<file path="src/hdl/assert_macros.svh">
// assertion helpers for the rtl
`ifndef ASSERT_MACROS_SVH
`define ASSERT_MACROS_SVH
`ifndef SYNTHESIS
`define CHK_PROP(label, clk, rst, prop) \
   label: assert property (@(posedge clk) disable iff (rst) prop) \
      else $error("assertion failed");
`define CHK_ALWAYS(label, clk, rst, expr) \
   `CHK_PROP(label, clk, rst, (expr))
`else
`define CHK_PROP(label, clk, rst, prop)
`define CHK_ALWAYS(label, clk, rst, expr)
`endif
`endif

</file>
<file path="src/hdl/ffba_pkg.sv">
package ffba_pkg;

   localparam int SIZE_W = 24;
   localparam int POS_W  = 25;

   localparam logic [1:0] CMD_ALLOC   = 2'd0;
   localparam logic [1:0] CMD_FREE    = 2'd1;
   localparam logic [1:0] CMD_REBUILD = 2'd2;

   localparam logic [1:0] STAT_OK      = 2'd0;
   localparam logic [1:0] STAT_NOSPACE = 2'd1;
   localparam logic [1:0] STAT_FULL    = 2'd2;
   localparam logic [1:0] STAT_BADFREE = 2'd3;

   localparam logic [SIZE_W-1:0] POOL_RESET = 24'h010000;

   typedef struct packed {
      logic [1:0]        cmd;
      logic [SIZE_W-1:0] request_size;
      logic [SIZE_W-1:0] block_offset;
   } ffba_req_type;

   typedef struct packed {
      logic [1:0]        status;
      logic [SIZE_W-1:0] granted_offset;
      logic [SIZE_W-1:0] free_bytes_now;
   } ffba_rsp_type;

   typedef struct packed {
      logic              used;
      logic [SIZE_W-1:0] size;
   } ffba_entry_type;

   typedef enum logic [3:0] {
      S_INIT, S_IDLE, S_REBUILD, S_SCAN_RD, S_SCAN_CHK, S_SHIFT_RD, S_SHIFT_WR,
      S_SPLIT_HI, S_SPLIT_LO, S_MERGE_RD, S_MERGE_CHK, S_MERGE_END, S_DONE
   } ffba_state_type;

endpackage

</file>
<file path="src/hdl/ffba_table.sv">
// block table ram, one write and one registered read per cycle
module ffba_table
   import ffba_pkg::*;
#(
   parameter int DEPTH = 64,
   parameter int AW    = 6
) (
   input  logic           clock,
   input  logic           wr_en,
   input  logic [AW-1:0]  wr_addr,
   input  ffba_entry_type wr_data,
   input  logic [AW-1:0]  rd_addr,
   output ffba_entry_type rd_data
);

   ffba_entry_type mem [DEPTH];
   ffba_entry_type rd_data_ff;

   always_ff @(posedge clock) begin
      if (wr_en) begin
         mem[wr_addr] <= wr_data;
      end
      rd_data_ff <= mem[rd_addr];
   end

   assign rd_data = rd_data_ff;

endmodule

</file>
<file path="src/hdl/first_fit_block_allocator.sv">
// channel   ports                          beat
// req       start, busy, req_payload       one command, taken when start and not busy
// rsp       rsp_valid, rsp_payload         one result, held for a single cycle
// csr       csr_valid, csr_ready, csr_wdata pool size in bytes, always ready
//
// alloc and free walk the block table ram, reading then checking each entry visited
// alloc: scan to the first fit, then shift later entries up and split it, or take it whole
// free: scan up to the match, then a merge pass over all entries and a last write
// pool reset rewrites entry 0; after reset, S_INIT rebuilds entry 0 (busy high)
// results cannot be stalled; busy stays high until the result cycle ends
`include "assert_macros.svh"
module first_fit_block_allocator
   import ffba_pkg::*;
#(
   parameter int MAX_BLOCKS   = 64,
   parameter int HEADER_BYTES = 8,
   parameter int ADDR_BITS    = 24
) (
   input  logic         clock,
   input  logic         reset,
   input  logic         start,
   output logic         busy,
   input  ffba_req_type req_payload,
   output logic         rsp_valid,
   output ffba_rsp_type rsp_payload,
   input  logic         csr_valid,
   output logic         csr_ready,
   input  logic [SIZE_W-1:0] csr_wdata
);

   localparam int AW = (MAX_BLOCKS > 1) ? $clog2(MAX_BLOCKS) : 1;
   localparam int CW = $clog2(MAX_BLOCKS + 1);
   localparam logic [CW-1:0]     MAX_CNT = CW'(MAX_BLOCKS);
   localparam logic [SIZE_W-1:0] HDR     = SIZE_W'(HEADER_BYTES);
   localparam logic [POS_W-1:0]  HDR_P   = POS_W'(HEADER_BYTES);
   localparam logic [63:0]       MASK64  = (64'd1 << ADDR_BITS) - 64'd1;
   localparam logic [POS_W-1:0]  ADDR_MASK = MASK64[POS_W-1:0];
   localparam logic [SIZE_W-1:0] RESET_BASE = POOL_RESET - HDR;

   ffba_state_type state_ff, state_in;

   logic [SIZE_W-1:0] pool_ff, pool_in;
   logic [CW-1:0]     count_ff, count_in;
   logic [SIZE_W-1:0] free_ff, free_in;
   logic [1:0]        cmd_ff, cmd_in;
   logic [SIZE_W-1:0] reqsz_ff, reqsz_in;
   logic [SIZE_W-1:0] off_ff, off_in;
   logic [CW-1:0]     k_ff, k_in;      // scan index, also matched block
   logic [CW-1:0]     j_ff, j_in;      // shift / merge write index
   logic [CW-1:0]     r_ff, r_in;      // merge read index
   logic [POS_W-1:0]  pos_ff, pos_in;
   logic [SIZE_W-1:0] rest_ff, rest_in;
   ffba_entry_type    hold_ff, hold_in; // block being merged into
   logic [1:0]        status_ff, status_in;
   logic [SIZE_W-1:0] grant_ff, grant_in;

   logic           wr_en;
   logic [AW-1:0]  wr_addr, rd_addr;
   ffba_entry_type wr_data, q;

   logic [SIZE_W-1:0] rest;
   logic [POS_W-1:0]  pay_pos;
   logic              q_used;
   logic [SIZE_W-1:0] base;

   ffba_table #(.DEPTH(MAX_BLOCKS), .AW(AW)) u_table (
      .clock   (clock),
      .wr_en   (wr_en),
      .wr_addr (wr_addr),
      .wr_data (wr_data),
      .rd_addr (rd_addr),
      .rd_data (q)
   );

   assign csr_ready = 1'b1;
   assign busy      = (state_ff != S_IDLE);
   assign rsp_valid = (state_ff == S_DONE);
   assign rsp_payload = '{status: status_ff, granted_offset: grant_ff,
                          free_bytes_now: free_ff};

   assign rest    = q.size - reqsz_ff;
   assign pay_pos = (pos_ff + HDR_P) & ADDR_MASK;
   // the block being freed reads as free during the merge pass
   assign q_used  = (r_ff == k_ff) ? 1'b0 : q.used;
   assign base    = (pool_ff >= HDR) ? pool_ff - HDR : '0;

   always_ff @(posedge clock) begin
      if (reset) begin
         state_ff <= S_INIT;
         pool_ff  <= POOL_RESET;
         count_ff <= CW'(1);
         free_ff  <= RESET_BASE;
      end else begin
         state_ff <= state_in;
         pool_ff  <= pool_in;
         count_ff <= count_in;
         free_ff  <= free_in;
      end
   end

   always_ff @(posedge clock) begin
      cmd_ff    <= cmd_in;
      reqsz_ff  <= reqsz_in;
      off_ff    <= off_in;
      k_ff      <= k_in;
      j_ff      <= j_in;
      r_ff      <= r_in;
      pos_ff    <= pos_in;
      rest_ff   <= rest_in;
      hold_ff   <= hold_in;
      status_ff <= status_in;
      grant_ff  <= grant_in;
   end

   always_comb begin
      state_in  = state_ff;
      pool_in   = (csr_valid && csr_ready) ? csr_wdata : pool_ff;
      count_in  = count_ff;
      free_in   = free_ff;
      cmd_in    = cmd_ff;
      reqsz_in  = reqsz_ff;
      off_in    = off_ff;
      k_in      = k_ff;
      j_in      = j_ff;
      r_in      = r_ff;
      pos_in    = pos_ff;
      rest_in   = rest_ff;
      hold_in   = hold_ff;
      status_in = status_ff;
      grant_in  = grant_ff;
      wr_en     = 1'b0;
      wr_addr   = k_ff[AW-1:0];
      wr_data   = q;
      rd_addr   = k_ff[AW-1:0];

      case (state_ff)
         S_INIT: begin
            wr_en   = 1'b1;
            wr_addr = '0;
            wr_data = '{used: 1'b0, size: RESET_BASE};
            state_in = S_IDLE;
         end
         S_IDLE: begin
            if (start) begin
               cmd_in    = req_payload.cmd;
               reqsz_in  = req_payload.request_size;
               off_in    = req_payload.block_offset;
               k_in      = '0;
               pos_in    = '0;
               grant_in  = '0;
               status_in = STAT_OK;
               case (req_payload.cmd)
                  CMD_ALLOC: begin
                     if (req_payload.request_size > free_ff) begin
                        status_in = STAT_NOSPACE;
                        state_in  = S_DONE;
                     end else begin
                        state_in = S_SCAN_RD;
                     end
                  end
                  CMD_FREE:    state_in = S_SCAN_RD;
                  CMD_REBUILD: state_in = S_REBUILD;
                  default:     state_in = S_DONE;
               endcase
            end
         end
         S_REBUILD: begin
            wr_en    = 1'b1;
            wr_addr  = '0;
            wr_data  = '{used: 1'b0, size: base};
            count_in = CW'(1);
            free_in  = base;
            state_in = S_DONE;
         end
         S_SCAN_RD: begin
            rd_addr  = k_ff[AW-1:0];
            state_in = S_SCAN_CHK;
         end
         S_SCAN_CHK: begin
            if (cmd_ff == CMD_ALLOC && !q.used && q.size >= reqsz_ff) begin
               if (rest < HDR) begin
                  // remainder too small for a header: take the block whole
                  wr_en    = 1'b1;
                  wr_data  = '{used: 1'b1, size: q.size};
                  free_in  = free_ff - q.size;
                  grant_in = pay_pos[SIZE_W-1:0];
                  state_in = S_DONE;
               end else if (count_ff >= MAX_CNT) begin
                  status_in = STAT_FULL;
                  state_in  = S_DONE;
               end else begin
                  rest_in  = rest;
                  grant_in = pay_pos[SIZE_W-1:0];
                  j_in     = count_ff;
                  state_in = (count_ff > k_ff + CW'(1)) ? S_SHIFT_RD : S_SPLIT_HI;
               end
            end else if (cmd_ff == CMD_FREE &&
                         pay_pos == ({1'b0, off_ff} & ADDR_MASK)) begin
               if (!q.used) begin
                  status_in = STAT_BADFREE;
                  state_in  = S_DONE;
               end else begin
                  free_in  = free_ff + q.size;
                  r_in     = '0;
                  j_in     = '0;
                  state_in = S_MERGE_RD;
               end
            end else begin
               pos_in = pos_ff + HDR_P + {1'b0, q.size};
               k_in   = k_ff + CW'(1);
               if (k_ff + CW'(1) == count_ff) begin
                  status_in = (cmd_ff == CMD_ALLOC) ? STAT_NOSPACE : STAT_BADFREE;
                  state_in  = S_DONE;
               end else begin
                  state_in = S_SCAN_RD;
               end
            end
         end
         S_SHIFT_RD: begin
            rd_addr  = AW'(j_ff - CW'(1));
            state_in = S_SHIFT_WR;
         end
         S_SHIFT_WR: begin
            wr_en    = 1'b1;
            wr_addr  = j_ff[AW-1:0];
            wr_data  = q;
            j_in     = j_ff - CW'(1);
            state_in = (j_ff - CW'(1) > k_ff + CW'(1)) ? S_SHIFT_RD : S_SPLIT_HI;
         end
         S_SPLIT_HI: begin
            wr_en    = 1'b1;
            wr_addr  = AW'(k_ff + CW'(1));
            wr_data  = '{used: 1'b0, size: rest_ff - HDR};
            state_in = S_SPLIT_LO;
         end
         S_SPLIT_LO: begin
            wr_en    = 1'b1;
            wr_data  = '{used: 1'b1, size: reqsz_ff};
            count_in = count_ff + CW'(1);
            free_in  = free_ff - HDR - reqsz_ff;
            state_in = S_DONE;
         end
         S_MERGE_RD: begin
            rd_addr  = r_ff[AW-1:0];
            state_in = S_MERGE_CHK;
         end
         S_MERGE_CHK: begin
            // j counts blocks kept so far, hold is block j-1
            if (j_ff != '0 && !hold_ff.used && !q_used) begin
               hold_in = '{used: 1'b0, size: hold_ff.size + HDR + q.size};
               free_in = free_ff + HDR;
            end else begin
               wr_en   = (j_ff != '0);
               wr_addr = AW'(j_ff - CW'(1));
               wr_data = hold_ff;
               hold_in = '{used: q_used, size: q.size};
               j_in    = j_ff + CW'(1);
            end
            r_in     = r_ff + CW'(1);
            state_in = (r_ff + CW'(1) == count_ff) ? S_MERGE_END : S_MERGE_RD;
         end
         S_MERGE_END: begin
            wr_en    = 1'b1;
            wr_addr  = AW'(j_ff - CW'(1));
            wr_data  = hold_ff;
            count_in = j_ff;
            state_in = S_DONE;
         end
         S_DONE: begin
            state_in = S_IDLE;
         end
         default: begin
            state_in = S_IDLE;
         end
      endcase
   end

   `CHK_PROP(a_start_busy, clock, reset, (start && !busy) |=> busy)
   `CHK_PROP(a_one_strobe, clock, reset, rsp_valid |=> !rsp_valid)
   `CHK_ALWAYS(a_count_range, clock, reset, count_ff != '0 && count_ff <= MAX_CNT)
   `CHK_PROP(a_fail_no_grant, clock, reset,
             (rsp_valid && rsp_payload.status != STAT_OK) |-> rsp_payload.granted_offset == '0)

endmodule

</file>
<file path="config.mk">
export PLATFORM = sky130hd
export DESIGN_NAME = first_fit_block_allocator
export DESIGN_NICKNAME = d
export VERILOG_FILES = /design/src/hdl/ffba_pkg.sv /design/src/hdl/ffba_table.sv /design/src/hdl/first_fit_block_allocator.sv
export VERILOG_INCLUDE_DIRS = /design/src /design/src/hdl
export SDC_FILE = /design/constraint.sdc
export NUM_CORES = 2
export LEC_CHECK = 0
export BUFFER_PORTS_ARGS = -buffer_cell sky130_fd_sc_hd__buf_2
export CORE_MARGIN = 2
export CORE_UTILIZATION = 44
export CTS_CLUSTER_SIZE = 8
export DETAILED_ROUTE_END_ITERATION = 10
export PLACE_DENSITY = 0.64
export SYNTH_ARGS = -nofsm -noshare
export SYNTH_HDL_FRONTEND = slang
export SYNTH_SLANG_ARGS = --single-unit
export TNS_END_PERCENT = 20
</file>
<file path="constraint.sdc">
create_clock -name clock -period 8.6 [get_ports clock]
set_input_delay 0.43 -clock clock [delete_from_list [all_inputs] [get_ports clock]]
set_output_delay 0.43 -clock clock [all_outputs]
set_load 0.005 [all_outputs]
</file>
==> summary.md <==
| Metric | Value |
|---|---|
| Post-CTS Setup Inserts | 0 |
| Setup TNS | 0 ns |
| Effective utilization at floorplan | 44.1% |
| CP max FO | 10 |
| Worst r2r src | u_table.rd_data[0]$_DFF_P_ |
| Non-Filler Instances | slightly above 10k |
| Drt wl/cell | ~26 microns |
| Top-Level Pins | 131 |
| Seq/Total Area, Yosys | 64.7% |
| Async SR Flop Fraction | 0% |
| Top-area cell type share of the netlist area | between 60% and 70% |
| Worst vdd ir | 0.000171 V |
| Reg2Reg Depth | 20 |
| Cts hold-fix bufs | 74 |
| CTS tree | built |
| Worst reg-to-reg setup slack | 1.80 ns |
| Reg2reg end | free_ff[23]$_SDFFE_PP0P_ |
| Via total after detailed routing | 61.1k |
| Final Cycle Share | 79.0% |
| Synthesized cell area | roughly 85000 sq um |
| I/O Buffers | 129 |
| Top FF cell, synth | edfxtp_1 |
| Power after layout | 26.1 mW |
| RSZ-0062 raised after global routing | false |
| Nets@finish | slightly below 8k |
| Fin crit period | just under 7 ns |
| Root buffer cell | clkbuf_16 |
| Drt drc | 0 |
| Syn_nets | 7539 |
| Clock sink count | 1854 |
| Final hold vios | 0 |
| CP Class | reg2reg |
| DIE AREA | 196000 sq um |
| Pin count of the biggest net entering global routing | 151 |
| Layout Skew | 0.0735 ns |
| Slew Limit Fails | 0 |
| Max-Cap Viols | 0 |
| Global placement routability congestion | 0.951 |
| CTS resizes | 0 |
| Layout cells sized above 1 | 10.0% |
| Post-synth EDFFs | approximately 1.8k |
| Mapped Avg Cell Area | roughly 12 sq um |
| Dpl cells | 9637 |
| Cell Pwr Density | 269 nW/um^2 |
| Yosys warning count | 0 |
| Overflow after GRT | 0 |
| Bufs on Longest Clock Path | 4 |
| Worst slew pin tran | roughly 1.4 ns |
| Clock Latency Late Sink | between 0.9 and 1 ns |
| Num CTS Buffers | between 200 and 300 |
| First-pass GRT wire length | between 300000 and 400000 microns |
| Floorplan Core Area | 192000 sq um |
| Post-Synthesis Cells | 7244 |
| Setup crit end | free_ff[23]$_SDFFE_PP0P_ |
| Crit path launch type | flip-flop |
| Leakage | 34.8 nW |
| Routed Antenna Nets | 0 |
| Area growth from synthesis to layout | 14.5% |
| Total iterations of the first detailed-routing run | 6 |
| Crit path from | u_table.rd_data[0]$_DFF_P_ |
| Yosys reg bits | between 1.5k and 2k |
| HP Class | in2reg |
| Vias per cell | 6.07 |
| Final number of setup-violating endpoints | 0 |
| Final wirelength | 264000 microns |
| Status | finished clean |
| Die span in y | about 440 microns |
| Initial antenna violation count | 18 |
| DP Area | 88800 sq um |
| Synth unique cells | 96 |
| Worst EP arrival | 7.57 ns |
| CP required | around 9.4 ns |
| Site Rows | 161 |
| Vias in the first global route | 58.8k |
| Worst slew margin | 7.35% |
| DPL Wire Length | 156000 microns |
| Max Fclk | 0.147 GHz |
| Design area | 97000 sq um |
| Worst setup EP type | flip-flop |
| Htree depth | 5 |
| Area leader, netlist | edfxtp_1 |
| GRT Util Overall | 26.3% |
| DRT iter0 DRCs | 7565 |
| Die span in x | 443 microns |
| Clock transition at path regs | 0.06 ns |
| Synth area leaders | edfxtp_1 (63%), nand2_1 (7.9%), a311oi_1 (3.1%) |
## worst min-delay path by stage
| stage | from | to | slack, ns | cells past startpoint |
|---|---|---|---|---|
| 6_report | start | state_ff[3]$_SDFFE_PP0N_ | 0.14 | 5 |
| 5_1_grt | start | state_ff[1]$_SDFFE_PP0N_ | 0.18 | 5 |
| 4_1_cts | start | state_ff[3]$_SDFFE_PP0N_ | 0.1 | 5 |
| 3_5_place_dp | pool_ff[14]$_SDFFE_PP0P_ | pool_ff[14]$_SDFFE_PP0P_ | 0.54 | 2 |
| 3_3_place_gp | pool_ff[14]$_SDFFE_PP0P_ | pool_ff[14]$_SDFFE_PP0P_ | 0.53 | 2 |
| 2_1_floorplan | pool_ff[0]$_SDFFE_PP0P_ | pool_ff[0]$_SDFFE_PP0P_ | 0.48 | 2 |
## cell usage in the layout (no fill, tap or decap), drive strengths merged, types with 113 or more instances in the layout
cell    count
nand2    1787
xnor2     125
a31oi     113
a311oi    303
o21ai     138
a21oi     237
inv       165
and3      225
nand3     464
ha        212
buf       314
nor2      306
clkbuf    333
edfxtp   1770
## per-layer routing
layer / GRT usage, % / part of all wire (%) / wire length, microns
met5: 0 / 0.026 / 69
met3: 4.81 / 9.2 / 24400
met1: 35.8 / 40 / 107000
met4: 11.7 / 4.5 / 12000
met2: 41.1 / 46 / 121000
## cell type report
| cell class | instances | area, sq um |
|---|---|---|
| fill | 16496 | 94900 |
| sequential | 1854 | 54800 |
| multi-input combinational | 4782 | 28000 |
| clock buffer | 333 | 7400 |
| tap | 2526 | 3160 |
| timing repair buffer | 388 | 2990 |
| inverter | 161 | 604 |
| clock inverter | 6 | 55.1 |
| antenna | 4 | 10.0 |
## flip-flops by register name, summed over array words and instances, names as in the netlist, 24 cells and up
signal,flops
pool_ff,24
off_ff,24
pos_ff,24
reqsz_ff,24
grant_ff,24
free_ff,24
rest_ff,24
u_table.mem,1600
u_table.rd_data,25
hold_ff,25
## metrics by stage
stage                     setup WS [ns]  hold slack, ns  util, %
after floorplan                    2.03           0.484        -
after global placement             1.97           0.531     46.3
after detailed placement           1.97           0.541     46.3
after CTS                          1.97          0.0953     50.5
after global routing               1.26           0.178     50.5
final                              1.80           0.142     50.5
## cell families after synthesis
kind of cell,share of synthesized area [%]
AO/OA/AOI/OAI,10.2
XOR/XNOR,2.44
adder cells (fa/ha/maj),3.25
buffers and inverters,2.77
flip-flops,64.7
multiplexers,0.699
other,0.00443
AND/OR/NAND/NOR,15.9
## Yosys cell counts, types with 16 or more instances
| cell | number |
|---|---|
| buf_1 | 24 |
| or3_1 | 23 |
| a211oi_1 | 97 |
| xor2_1 | 106 |
| buf_2 | 33 |
| a21oi_1 | 236 |
| a22oi_1 | 20 |
| and3_1 | 225 |
| nor2_1 | 306 |
| ha_1 | 212 |
| a222oi_1 | 16 |
| clkbuf_1 | 385 |
| nor2b_1 | 30 |
| a221oi_1 | 27 |
| dfxtp_1 | 84 |
| nand2_1 | 1787 |
| nand2b_1 | 21 |
| o211ai_1 | 17 |
| nor4_1 | 26 |
| and2_1 | 32 |
| o21a_1 | 26 |
| nand3_1 | 464 |
| mux2i_1 | 49 |
| nor3_1 | 64 |
| o22ai_1 | 19 |
| o21ai_0 | 127 |
| edfxtp_1 | 1770 |
| o31ai_1 | 16 |
| inv_1 | 161 |
| xnor2_1 | 125 |
| nand4_1 | 36 |
| a21o_1 | 41 |
| a311oi_1 | 303 |
| a31oi_1 | 113 |
## critical path: stages (launching register included)
cell	delay [ns]
dfxtp_1	0.54
inv_1	0.12
ha_1	0.27
fa_1	0.42
nor2b_1	0.21
o31ai_2	0.13
a21o_2	0.28
a2111oi_0	0.93
o31a_1	0.20
buf_4	0.25
nor2_1	0.08
xnor2_1	0.13
ha_1	0.35
a41oi_1	0.31
a2111oi_0	0.81
nor3_1	0.24
nor3b_1	0.60
a21oi_1	0.18
nor4_1	0.29
nor2_1	0.09
a221oi_1	0.27
## power breakdown
part	internal, mW	switching (mW)
Combinational	1.63	3.93
Clock	5.93	3.69
Sequential	10.7	0.187
No activity file was read; power rests on OpenSTA's default activity.
